--- src/sv/gcr_pkg.sv ---
// ----------------------------------------------------------------------------
// gcr_pkg: shared types and constants of the great-circle radius filter
// Formats of angles, CORDIC vectors and the per-transaction metadata that
// travels with them through the pipeline.
// ----------------------------------------------------------------------------
`default_nettype none

package gcr_pkg;

    // Field widths.
    localparam int ID_W  = 32;
    localparam int LAT_W = 24;
    localparam int LON_W = 25;
    localparam int THR_W = 32;
    localparam int CFG_IDX_W = 2;

    // Angles are degrees scaled by 2^ANGLE_FRAC_BITS.
    localparam int ANGLE_FRAC_BITS = 16;
    // A longitude difference needs one bit more than a longitude.
    localparam int ANG_W = LON_W + 1;

    // Q2.30 values inside the CORDIC and the products, with headroom.
    localparam int VAL_W = 33;
    localparam int C_W   = VAL_W + 1;

    // Three angles per transaction: user latitude, record latitude and
    // longitude difference.
    localparam int NLANE     = 3;
    localparam int LANE_ULAT = 0;
    localparam int LANE_LAT  = 1;
    localparam int LANE_DLON = 2;

    // Folded angle magnitude: at most 90 degrees, below 2^23 at this scale.
    localparam int MAG_W   = 23;
    localparam int RAD_K_W = 25;
    localparam int PROD_W  = MAG_W + RAD_K_W;
    localparam logic [RAD_K_W-1:0] DEG2RAD_Q30 = 25'd18740330;

    typedef logic signed [ANG_W-1:0] ang_t;
    typedef logic signed [VAL_W-1:0] val_t;
    typedef ang_t [NLANE-1:0] gcr_angs_t;

    localparam ang_t TURN        = ang_t'(360 * (2 ** ANGLE_FRAC_BITS));
    localparam ang_t HALF        = ang_t'(180 * (2 ** ANGLE_FRAC_BITS));
    localparam ang_t NEG_HALF    = ang_t'(-180 * (2 ** ANGLE_FRAC_BITS));
    localparam ang_t QUARTER     = ang_t'(90 * (2 ** ANGLE_FRAC_BITS));
    localparam ang_t NEG_QUARTER = ang_t'(-90 * (2 ** ANGLE_FRAC_BITS));

    localparam val_t GAIN_Q30 = val_t'(652032874);
    localparam logic signed [C_W-1:0] ONE_Q30     = C_W'(64'sd1073741824);
    localparam logic signed [C_W-1:0] NEG_ONE_Q30 = C_W'(-64'sd1073741824);
    localparam logic signed [THR_W-1:0] THR_RESET = 32'sd1073708757;

    // CORDIC rotation angles atan(2^-i) in Q2.30.
    localparam int ATAN_Q30 [32] = '{
        843314857, 497837829, 263043837, 133525159, 67021687, 33543516,
        16775851, 8388437, 4194283, 2097149, 1048576, 524288, 262144, 131072,
        65536, 32768, 16384, 8192, 4096, 2048, 1024, 512, 256, 128, 64, 32,
        16, 8, 4, 2, 1, 0
    };

    // Configuration register indexes.
    typedef enum logic [CFG_IDX_W-1:0] {
        CFG_USER_LAT = 2'd0,
        CFG_USER_LON = 2'd1,
        CFG_COS_THR  = 2'd2
    } gcr_cfg_idx_t;

    // One CORDIC vector.
    typedef struct packed {
        val_t x;
        val_t y;
        val_t z;
    } gcr_vec_t;

    typedef gcr_vec_t [NLANE-1:0] gcr_lanes_t;

    // Metadata that follows a transaction down the pipeline.
    typedef struct packed {
        logic [ID_W-1:0]  id;
        logic [NLANE-1:0] neg_cos;
    } gcr_meta_t;

endpackage

`default_nettype wire

--- src/sv/gcr_cordic_cell.sv ---
// ----------------------------------------------------------------------------
// gcr_cordic_cell: one rotation step of the CORDIC chain
// Rotates all three lanes by atan(2^-STEP) toward z = 0 and hands the
// vectors and the metadata on to the next cell.
// ----------------------------------------------------------------------------
`default_nettype none

module gcr_cordic_cell #(
    parameter int STEP = 0
) (
    input  logic                aclk,
    input  logic                aresetn,
    input  logic                en,
    input  logic                in_valid,
    input  gcr_pkg::gcr_meta_t  in_meta,
    input  gcr_pkg::gcr_lanes_t in_lanes,
    output logic                out_valid,
    output gcr_pkg::gcr_meta_t  out_meta,
    output gcr_pkg::gcr_lanes_t out_lanes
);

    localparam gcr_pkg::val_t ATAN = gcr_pkg::val_t'(gcr_pkg::ATAN_Q30[STEP]);

    logic                valid_reg;
    gcr_pkg::gcr_meta_t  meta_reg;
    gcr_pkg::gcr_lanes_t lanes_reg, lanes_next;

    // Micro-rotation; the direction follows the sign of the residual angle.
    always_comb begin
        gcr_pkg::val_t xs;
        gcr_pkg::val_t ys;
        for (int l = 0; l < gcr_pkg::NLANE; l++) begin
            xs = in_lanes[l].x >>> STEP;
            ys = in_lanes[l].y >>> STEP;
            if (!in_lanes[l].z[gcr_pkg::VAL_W-1]) begin
                lanes_next[l].x = in_lanes[l].x - ys;
                lanes_next[l].y = in_lanes[l].y + xs;
                lanes_next[l].z = in_lanes[l].z - ATAN;
            end else begin
                lanes_next[l].x = in_lanes[l].x + ys;
                lanes_next[l].y = in_lanes[l].y - xs;
                lanes_next[l].z = in_lanes[l].z + ATAN;
            end
        end
    end

    always_ff @(posedge aclk) begin
        if (!aresetn) begin
            valid_reg <= 1'b0;
        end else if (en) begin
            valid_reg <= in_valid;
        end
    end

    always_ff @(posedge aclk) begin
        if (en) begin
            meta_reg  <= in_meta;
            lanes_reg <= lanes_next;
        end
    end

    assign out_valid = valid_reg;
    assign out_meta  = meta_reg;
    assign out_lanes = lanes_reg;

endmodule

`default_nettype wire

--- config.mk ---
export PLATFORM = sky130hd
export DESIGN_NAME = gcr_cordic_cell
export DESIGN_NICKNAME = d
export VERILOG_FILES = /design/src/sv/gcr_pkg.sv /design/src/sv/gcr_cordic_cell.sv
export SDC_FILE = /design/constraint.sdc
export NUM_CORES = 1
export LEC_CHECK = 0
export ABC_AREA = 1
export BUFFER_PORTS_ARGS = -buffer_cell sky130_fd_sc_hd__buf_2
export CORE_UTILIZATION = 30
export DETAILED_ROUTE_END_ITERATION = 10
export PLACE_DENSITY = 0.47
export REMOVE_ABC_BUFFERS = 1
export SETUP_SLACK_MARGIN = 0.02
export SYNTH_ARGS = -nofsm -noshare
export SYNTH_HDL_FRONTEND = slang
export SYNTH_SLANG_ARGS = --single-unit
--- constraint.sdc ---
create_clock -name aclk -period 5.2 [get_ports aclk]
set_clock_uncertainty 0.2 [all_clocks]
set_input_delay 1.56 -clock aclk [delete_from_list [all_inputs] [get_ports aclk]]
set_output_delay 1.56 -clock aclk [all_outputs]
set_load 0.005 [all_outputs]
==> results.sh <==
export IMPL_async_reset_ff_share_pct=0
export IMPL_p_leak_nw=24.0
export IMPL_clock_latency_ns=0.64
export IMPL_synth_area_leader_cell="edfxtp_1"
export IMPL_worst_r2r_setup_slack_ns=4.37
export IMPL_synth_cell_area_um2=38300
export IMPL_grt_pass1_vias=38800
export IMPL_antenna_found_initial=31
export IMPL_ant_nets=0
export IMPL_ios=669
export IMPL_crit_family="buffers and inverters"
export IMPL_finalMaxSlewViolations=0
export IMPL_cts_max_level=2
export IMPL_min_to="out_valid$_SDFFE_PN0P_"
export IMPL_syn_area_per_cell_um2=6.28
export IMPL_yosys_warnings=0
export IMPL_final_nets=7431
export IMPL_cts_tree="yes"
export IMPL_hold_depth=2
export IMPL_cp_max_fo=19
export IMPL_viasPerCell=4.77
export IMPL_worstHoldStart="out_valid$_SDFFE_PN0P_"
export IMPL_run_status="finished clean"
export IMPL_fin_worst_hold_slack_ns=0.350
export IMPL_cpPeakStageDelay_ns=0.46
export IMPL_die_h_um=359
export IMPL_drtIter0Drc=2787
export IMPL_timing_fmax_mhz=260
export IMPL_synth_edf_count=329
export IMPL_synth_ff_type="edfxtp_1"
export IMPL_area_growth_pct=17.0
export IMPL_gr_total_overflow=0
export IMPL_worstMarginPinSlew_ns=0.909
export IMPL_hold_viol=0
export IMPL_finalCritPeriodShare_pct=73.9
export IMPL_cts_max_path_buffers=3
export IMPL_r2r_end="out_valid$_SDFFE_PN0P_"
export IMPL_rsz0062_at_grt="no"
export IMPL_maxCapViolCount=0
export IMPL_critPathKind="input port to flip-flop"
export IMPL_fin_setup_tns_ns=0
export IMPL_fp_dieArea_um2=129000
export IMPL_core_area_um2=126000
export IMPL_reg2regPathDepth=2
export IMPL_die_x_um=359
export IMPL_final_util_pct=35.6
export IMPL_rows=130
export IMPL_cts_resized=0
export IMPL_fin_crit_ns=3.84
export IMPL_yosysTopAreaCellShare_pct=25.8
export IMPL_drt_wl_total_um=156000
export IMPL_worstReg2RegStart="out_valid$_SDFFE_PN0P_"
export IMPL_setup_viol=0
export IMPL_cpMostUsedCell="nand2_1"
export IMPL_vias=40100
export IMPL_hpwl_um=133000
export IMPL_critPathRequiredTime_ns=5.37
export IMPL_first_pass_iters=6
export IMPL_synth_area_leaders="edfxtp_1 26%, nand2_1 20%, ha_1 12%, inv_1 10%, nand3_1 6.4%"
export IMPL_critPathCaptureType="flip-flop"
export IMPL_gp_congestion=0.955
export IMPL_crit_slowest_cell="buf_2"
export IMPL_cts_buffers_inserted=46
export IMPL_grt_max_degree=71
export IMPL_seq_area_frac_synth_pct=25.9
export IMPL_cts_setup_buffers=0
export IMPL_synth_most_common_cell="nand2_1"
export IMPL_drive_gt1_share_pct=12.5
export IMPL_ys_types=42
export IMPL_grt_pass1_wl_um=232000
export IMPL_ir_worst_vdd_mv=0.241
export IMPL_grtUsageTotal_pct=23.4
export IMPL_power_density_nw_per_um2=249
export IMPL_holdCritPathClass="flip-flop to flip-flop"
export IMPL_ys_ff_latch=330
export IMPL_cp_num_buf_inv=2
export IMPL_start_util_pct=30.4
export IMPL_syn_inst=6097
export IMPL_cts_hold_buf=0
export IMPL_synthTopCellsByCount="2050 x nand2_1, 1046 x inv_1, 588 x nor2_1, 490 x nand3_1, 381 x ha_1"
export IMPL_cts_root_buf="clkbuf_16"
export IMPL_crit_chain="buf_2 > inv_2 > ha_1 > nand2_1 > o21ai_0 > a21o_1 > nand2_1 > nand2_1 > nand2_1 > nand3_1 > nand2_1"
export IMPL_routedWlPerCell_um=18.6
export IMPL_drc=0
export IMPL_cts_sinks=330
export IMPL_arrival_ns=4.02
export IMPL_clk_pin_slew_ns=0.05
export IMPL_relSlewSlack_pct=39.4
export IMPL_port_buffers=668
export IMPL_worstSetupStartpointType="input port"
==> registers in the layout, indices dropped and copies added (netlist names) <==
name	cells
out_lanes	294
out_valid	1
out_meta	35
==> through the flow <==
| stage | area, um2 | setup slack [ns] | std cells | power (mW) |
|---|---|---|---|---|
| 2_1_floorplan | 37600 | 0.678 | 5967 | 6.03 |
| 3_5_place_dp | 43200 | 0.761 | 8304 | 7.83 |
| 3_3_place_gp | 43200 | 0.756 | 8304 | 7.84 |
| 4_1_cts | 44800 | 1.47 | 8387 | 11.3 |
| 5_1_grt | 44800 | 1.18 | 8397 | 11.9 |
| 6_report | 44800 | 1.36 | 8398 | 11.2 |
==> metal layers <==
metal / up-vias / wire length [um] / track usage [%]
li1: 20500 / - / -
met1: 18400 / 72400 / 31.3
met2: 1038 / 72700 / 40.0
met3: 158 / 7590 / 2.85
met4: 16 / 3310 / 5.23
met5: - / 96 / 0
==> final cells by class <==
cell class | count | area [um2]
fillers | 14000 | 81200
multi-input cells | 4573 | 23700
flip-flops and latches | 330 | 9900
inverters | 1064 | 4000
repair buffers | 687 | 3550
well taps | 1650 | 2060
clock buffers | 53 | 1180
clock inverters | 30 | 407
diodes | 11 | 27.5
==> worst max path at each step <==
stage	startpoint	to	cells after the start
floorplan	in_lanes[32]	out_lanes[27]$_DFFE_PP_	10
global placement	in_lanes[131]	out_lanes[122]$_DFFE_PP_	14
detailed placement	in_lanes[131]	out_lanes[130]$_DFFE_PP_	12
CTS	in_lanes[131]	out_lanes[115]$_DFFE_PP_	11
global route	in_lanes[131]	out_lanes[126]$_DFFE_PP_	12
finish	in_lanes[131]	out_lanes[115]$_DFFE_PP_	11
==> logic make-up after synthesis <==
kind of cell	after synthesis	share of synthesized area, %
and+or+nand+nor	3314	35.3
DFF	330	25.9
adders and majority gates	393	13.1
AOI/OAI and AO/OA	730	10.4
buffers and inverters	1194	12.2
muxes	2	0.0523
xor gates and xnor gates	134	3.06
==> worst min-delay path: cells and delay by family (launching register included) <==
family / cells / cell delay [ns]
flip-flops: 1 / 0.30
AO/OA/AOI/OAI: 2 / 0.20
==> report_power, final <==
part | total (mW) | internal (mW) | switching (mW)
Sequential | 3.57 | 3.43 | 0.143
Clock | 3.38 | 2.03 | 1.36
Combinational | 4.23 | 1.38 | 2.85
==> layout by cell type (no fill, tap or decap), drive strengths merged, types with 11 or more instances in the layout <==
master	instances
inv	1063
fa	12
diode	11
nand4	54
nand3	501
ha	381
o21ai	276
o22ai	15
xor2	124
nor2	612
nor3	36
nand2	2068
o21bai	50
a21oi	330
edfxtp	329
clkinv	21
buf	687
o211ai	17
o21a	18
clkbuf	53
and2	29
Power figures use the tool's default switching activity.
