### src/sv/gcr_pkg.sv
// ----------------------------------------------------------------------------
// gcr_pkg: shared types and constants of the great-circle radius filter
// Formats of angles, CORDIC vectors and the per-transaction metadata that
// travels with them through the pipeline.
// ----------------------------------------------------------------------------
`default_nettype none

package gcr_pkg;

    // Field widths.
    localparam int ID_W  = 32;
    localparam int LAT_W = 24;
    localparam int LON_W = 25;
    localparam int THR_W = 32;
    localparam int CFG_IDX_W = 2;

    // Angles are degrees scaled by 2^ANGLE_FRAC_BITS.
    localparam int ANGLE_FRAC_BITS = 16;
    // A longitude difference needs one bit more than a longitude.
    localparam int ANG_W = LON_W + 1;

    // Q2.30 values inside the CORDIC and the products, with headroom.
    localparam int VAL_W = 33;
    localparam int C_W   = VAL_W + 1;

    // Three angles per transaction: user latitude, record latitude and
    // longitude difference.
    localparam int NLANE     = 3;
    localparam int LANE_ULAT = 0;
    localparam int LANE_LAT  = 1;
    localparam int LANE_DLON = 2;

    // Folded angle magnitude: at most 90 degrees, below 2^23 at this scale.
    localparam int MAG_W   = 23;
    localparam int RAD_K_W = 25;
    localparam int PROD_W  = MAG_W + RAD_K_W;
    localparam logic [RAD_K_W-1:0] DEG2RAD_Q30 = 25'd18740330;

    typedef logic signed [ANG_W-1:0] ang_t;
    typedef logic signed [VAL_W-1:0] val_t;
    typedef ang_t [NLANE-1:0] gcr_angs_t;

    localparam ang_t TURN        = ang_t'(360 * (2 ** ANGLE_FRAC_BITS));
    localparam ang_t HALF        = ang_t'(180 * (2 ** ANGLE_FRAC_BITS));
    localparam ang_t NEG_HALF    = ang_t'(-180 * (2 ** ANGLE_FRAC_BITS));
    localparam ang_t QUARTER     = ang_t'(90 * (2 ** ANGLE_FRAC_BITS));
    localparam ang_t NEG_QUARTER = ang_t'(-90 * (2 ** ANGLE_FRAC_BITS));

    localparam val_t GAIN_Q30 = val_t'(652032874);
    localparam logic signed [C_W-1:0] ONE_Q30     = C_W'(64'sd1073741824);
    localparam logic signed [C_W-1:0] NEG_ONE_Q30 = C_W'(-64'sd1073741824);
    localparam logic signed [THR_W-1:0] THR_RESET = 32'sd1073708757;

    // CORDIC rotation angles atan(2^-i) in Q2.30.
    localparam int ATAN_Q30 [32] = '{
        843314857, 497837829, 263043837, 133525159, 67021687, 33543516,
        16775851, 8388437, 4194283, 2097149, 1048576, 524288, 262144, 131072,
        65536, 32768, 16384, 8192, 4096, 2048, 1024, 512, 256, 128, 64, 32,
        16, 8, 4, 2, 1, 0
    };

    // Configuration register indexes.
    typedef enum logic [CFG_IDX_W-1:0] {
        CFG_USER_LAT = 2'd0,
        CFG_USER_LON = 2'd1,
        CFG_COS_THR  = 2'd2
    } gcr_cfg_idx_t;

    // One CORDIC vector.
    typedef struct packed {
        val_t x;
        val_t y;
        val_t z;
    } gcr_vec_t;

    typedef gcr_vec_t [NLANE-1:0] gcr_lanes_t;

    // Metadata that follows a transaction down the pipeline.
    typedef struct packed {
        logic [ID_W-1:0]  id;
        logic [NLANE-1:0] neg_cos;
    } gcr_meta_t;

endpackage

`default_nettype wire

### src/sv/gcr_prep.sv
// ----------------------------------------------------------------------------
// gcr_prep: angle reduction and conversion to radians
// Reduces each angle into [-180, 180) degrees, folds it into [-90, 90]
// and scales it to Q2.30 radians, ready to start a CORDIC rotation.
// ----------------------------------------------------------------------------
`default_nettype none

module gcr_prep (
    input  logic                aclk,
    input  logic                aresetn,
    input  logic                en,
    input  logic                in_valid,
    input  logic [31:0]         in_id,
    input  gcr_pkg::gcr_angs_t  in_ang,
    output logic                out_valid,
    output gcr_pkg::gcr_meta_t  out_meta,
    output gcr_pkg::gcr_lanes_t out_lanes
);

    localparam int NL = gcr_pkg::NLANE;
    localparam int F  = gcr_pkg::ANGLE_FRAC_BITS;
    localparam logic [gcr_pkg::PROD_W-1:0] RND = gcr_pkg::PROD_W'(2 ** (F - 1));

    logic [3:0] vld_reg, vld_next;
    logic [31:0] id1_reg, id2_reg, id3_reg, id4_reg;

    gcr_pkg::gcr_angs_t red_reg, red_next;
    logic [gcr_pkg::MAG_W-1:0]  mag_reg [NL];
    logic [gcr_pkg::MAG_W-1:0]  mag_next [NL];
    logic [gcr_pkg::PROD_W-1:0] prod_reg [NL];
    logic [gcr_pkg::PROD_W-1:0] prod_next [NL];
    gcr_pkg::val_t z_reg [NL];
    gcr_pkg::val_t z_next [NL];
    logic [NL-1:0] neg2_reg, neg2_next, neg3_reg, ncos2_reg, ncos2_next, ncos3_reg;
    logic [NL-1:0] ncos4_reg;

    // Stage 1: bring the angle into [-180, 180) degrees.
    always_comb begin
        for (int l = 0; l < NL; l++) begin
            if (in_ang[l] >= gcr_pkg::HALF) begin
                red_next[l] = in_ang[l] - gcr_pkg::TURN;
            end else if (in_ang[l] < gcr_pkg::NEG_HALF) begin
                red_next[l] = in_ang[l] + gcr_pkg::TURN;
            end else begin
                red_next[l] = in_ang[l];
            end
        end
    end

    // Stage 2: fold into [-90, 90] degrees and take the magnitude.
    always_comb begin
        gcr_pkg::ang_t m;
        gcr_pkg::ang_t mag;
        for (int l = 0; l < NL; l++) begin
            m = red_reg[l];
            ncos2_next[l] = 1'b0;
            if (m > gcr_pkg::QUARTER) begin
                mag = gcr_pkg::HALF - m;
                ncos2_next[l] = 1'b1;
            end else if (m < gcr_pkg::NEG_QUARTER) begin
                mag = gcr_pkg::HALF + m;
                ncos2_next[l] = 1'b1;
            end else if (m < 0) begin
                mag = -m;
            end else begin
                mag = m;
            end
            neg2_next[l] = m[gcr_pkg::ANG_W-1];
            mag_next[l]  = mag[gcr_pkg::MAG_W-1:0];
        end
    end

    // Stage 3: multiply by pi/180 in Q2.30.
    always_comb begin
        for (int l = 0; l < NL; l++) begin
            prod_next[l] = {{gcr_pkg::RAD_K_W{1'b0}}, mag_reg[l]}
                         * {{gcr_pkg::MAG_W{1'b0}}, gcr_pkg::DEG2RAD_Q30};
        end
    end

    // Stage 4: round half up, drop the fraction and restore the sign.
    always_comb begin
        logic [gcr_pkg::PROD_W-1:0] rnd;
        logic [gcr_pkg::PROD_W-1:0] rsh;
        gcr_pkg::val_t r;
        for (int l = 0; l < NL; l++) begin
            rnd = prod_reg[l] + RND;
            rsh = rnd >> F;
            r   = signed'(rsh[gcr_pkg::VAL_W-1:0]);
            z_next[l] = neg3_reg[l] ? -r : r;
        end
    end

    assign vld_next = {vld_reg[2:0], in_valid};

    // Valid chain.
    always_ff @(posedge aclk) begin
        if (!aresetn) begin
            vld_reg <= '0;
        end else if (en) begin
            vld_reg <= vld_next;
        end
    end

    // Payload stages.
    always_ff @(posedge aclk) begin
        if (en) begin
            red_reg   <= red_next;
            id1_reg   <= in_id;
            mag_reg   <= mag_next;
            neg2_reg  <= neg2_next;
            ncos2_reg <= ncos2_next;
            id2_reg   <= id1_reg;
            prod_reg  <= prod_next;
            neg3_reg  <= neg2_reg;
            ncos3_reg <= ncos2_reg;
            id3_reg   <= id2_reg;
            z_reg     <= z_next;
            ncos4_reg <= ncos3_reg;
            id4_reg   <= id3_reg;
        end
    end

    // Every rotation starts on the x axis, pre-scaled by the inverse CORDIC gain.
    always_comb begin
        for (int l = 0; l < NL; l++) begin
            out_lanes[l].x = gcr_pkg::GAIN_Q30;
            out_lanes[l].y = '0;
            out_lanes[l].z = z_reg[l];
        end
    end

    assign out_valid        = vld_reg[3];
    assign out_meta.id      = id4_reg;
    assign out_meta.neg_cos = ncos4_reg;

endmodule

`default_nettype wire

### config.mk
export PLATFORM = sky130hd
export DESIGN_NAME = gcr_prep
export DESIGN_NICKNAME = d
export VERILOG_FILES = /design/src/sv/gcr_pkg.sv /design/src/sv/gcr_prep.sv
export SDC_FILE = /design/constraint.sdc
export NUM_CORES = 2
export LEC_CHECK = 0
export BUFFER_PORTS_ARGS = -buffer_cell sky130_fd_sc_hd__buf_2
export CORE_MARGIN = 3
export CORE_UTILIZATION = 63
export CTS_BUF_LIST = sky130_fd_sc_hd__clkbuf_4
export DETAILED_ROUTE_END_ITERATION = 16
export PLACE_DENSITY_LB_ADDON = 0.3
export REMOVE_ABC_BUFFERS = 1
export SLEW_MARGIN = 40
export SYNTH_ARGS = -nofsm -noshare
export SYNTH_HDL_FRONTEND = slang
export SYNTH_SLANG_ARGS = --single-unit
### constraint.sdc
create_clock -name aclk -period 8.6 [get_ports aclk]
set_clock_uncertainty 0.05 [all_clocks]
set_input_delay 0.43 -clock aclk [delete_from_list [all_inputs] [get_ports aclk]]
set_output_delay 0.43 -clock aclk [all_outputs]
set_load 0.01 [all_outputs]
==> results.py <==
metrics = {
    "run_status": {
        "status": "finished, final reports clean",
    },
    "worst_setup_path": {
        "required_ns": 9.32,
        "critPathCaptureType": "register",
        "path_max_fanout": 9,
        "critical_path_class": "reg2reg",
        "cp.arrival_ns": 8.26,
        "setup.worst_path.start_class": "register",
    },
    "drt": {
        "vias": 35323,
        "wirelength_um": 119000,
        "first_iter_violations": 1904,
        "drc": 0,
        "firstDrtPassIters": 7,
        "ant_nets": 0,
        "routedWlPerCell_um": 18.2,
        "vias_per_cell": 5.39,
    },
    "timing": {
        "hold_viol_final": 0,
        "fmax_mhz": 133,
        "whs_ns": 0.112,
        "final.min_clock_period_ns": 7.53,
        "worst_slew_pin_slew_ns": 0.873,
        "setup_viol": 0,
        "period_share_pct": 87.6,
        "slew_viol_final": 0,
        "max-slew-margin-rel_pct": 41.5,
        "grt_setup_unrepaired": "no",
        "fin_setup_tns_ns": 0,
    },
    "placed_design": {
        "place.gp.congestion": 1.01,
        "port_buffers": 248,
        "dpl.hpwl_um": 96100,
    },
    "logic_synthesis": {
        "yosysTopAreaCellShare_pct": 27.8,
        "yosys-top-cells-area": "edfxtp_1, fa_1, ha_1",
        "syn-instance-count": 4854,
        "synth-seq-cells": 492,
        "ys_types": 101,
        "syn_avg_cell_area_um2": 10.9,
        "synth_top_area_cell": "edfxtp_1",
        "ys_async_sr_fraction_pct": 0,
        "synth-edff-count": 488,
        "syn_area_mm2": 0.0528,
        "ys.flop_type": "edfxtp_1",
        "ys_seq_area_share_pct": 27.9,
        "yosysWarnings": 0,
    },
    "floorplan": {
        "die-area_mm2": 0.0872,
        "core-area_mm2": 0.0825,
        "top_level_ports": 447,
        "fp.dieH_um": 295,
        "start_util_pct": 63.9,
        "num_rows": 105,
        "die_x_um": 295,
    },
    "cts": {
        "cts_max_level": 4,
        "clockBufferDepth": 3,
        "clk_latency_ns": 1.07,
        "cts_sinks": 492,
        "cts_root_buffer": "clkbuf_4",
        "cts_made_buffers": 136,
        "cts_tree": "done",
        "cts_resized": 0,
        "clkTransAtPathRegs_ns": 0.06,
    },
    "layout": {
        "post-route-util_pct": 70.5,
        "drive_above_1_share_pct": 9.79,
        "final_cell_mix": "inv_1, ha_1, fa_1, edfxtp_1, buf_2",
        "area_growth_pct": 10.3,
        "n_fill_cell": 6170,
        "fin_nets": 6805,
        "layout_commonest_cell": "inv_1",
    },
    "global_route": {
        "antenna_found_initial": 14,
        "grt_pass1_wl_um": 190000,
        "gr-total-overflow": 0,
        "grt.total_usage_pct": 27.8,
        "grt_max_degree": 161,
        "grt_pass1_vias": 36866,
    },
    "worst_hold_path": {
        "min_path_type": "in2reg",
    },
    "job": {
        "max_cap_violations": 0,
    },
}
## final timing paths
path / startpoint / end / slack, ns / cells past startpoint
max: mag_reg[26] / prod_reg[92] / 1.07 / 21
min: in_ang[33] / red_reg[33] / 0.11 / 2
max reg2reg: mag_reg[26] / prod_reg[92] / 1.07 / 21
min reg2reg: id2_reg[1] / id3_reg[1] / 0.33 / 0
## metal layers
| layer | vias up | track usage [%] | share of wire (%) | routed length, µm |
|---|---|---|---|---|
| li1 | 16853 | - | - | - |
| met1 | 17227 | 34.6 | 41 | 48500 |
| met2 | 949 | 48.3 | 50 | 60000 |
| met3 | 290 | 4.72 | 5.2 | 6150 |
| met4 | 4 | 11.8 | 3.9 | 4680 |
| met5 | - | 0 | 0.021 | 25 |
## kinds of logic after synthesis
group	share of synthesized area, %
AND/OR/NAND/NOR	7.87
adder cells (fa/ha/maj)	40.0
XOR/XNOR	5.91
AO/OA/AOI/OAI	7.18
other	0.0142
multiplexers	0.550
flip-flops	27.9
buffers and inverters	10.6
## metrics by stage
step	setup slack (ns)	cells	area, µm²
global placement	1.17	6099	54300
floorplan	1.80	4771	51700
global route	0.612	6543	58200
finish	1.07	6551	58200
detailed placement	1.07	6099	54400
CTS	1.02	6536	58100
## layout make-up
type / instances / area [µm²] / area share, %
antenna: 14 / 35.0 / 0.0602
clock buffer: 184 / 1380 / 2.37
clock inverter: 44 / 280 / 0.482
inverter: 1003 / 3760 / 6.47
multi-input combinational: 3276 / 33200 / 57.0
sequential: 492 / 14700 / 25.3
tap: 1070 / 1340 / 2.30
timing repair buffer: 468 / 3470 / 5.95
## critical path, cell delays in order (launching register included)
cell and delay [ns]:
edfxtp_1 0.58, fa_1 0.68, inv_1 0.09, fa_1 0.49
fa_1 0.54, inv_1 0.05, fa_1 0.47, fa_1 0.51
fa_1 0.50, inv_1 0.05, fa_1 0.53, inv_1 0.04
ha_1 0.36, o211ai_1 0.12, nor2_1 0.15, nand2_1 0.10
nor4_1 0.69, nor3_1 0.17, o31ai_1 0.57, a221o_1 0.30
a21oi_1 0.09, xnor2_1 0.12
## cell usage after synthesis, types with 71 or more instances
library cell / instances
inv_1: 1001
o21ai_0: 119
ha_1: 696
xor2_1: 123
buf_4: 199
nand2_1: 199
xnor2_1: 233
edfxtp_1: 488
a21oi_1: 170
nand3_1: 71
nor2_1: 154
fa_1: 618
nor3_1: 72
## repair_timing
| action | in CTS | in global routing |
|---|---|---|
| hold buffers | 209 | 0 |
| hold endpoints to repair | 202 | 0 |
| buffers inserted | 0 | 0 |
Power is not shown: default switching activity piles up to over one toggle a cycle in this logic, so the estimate is an artifact.
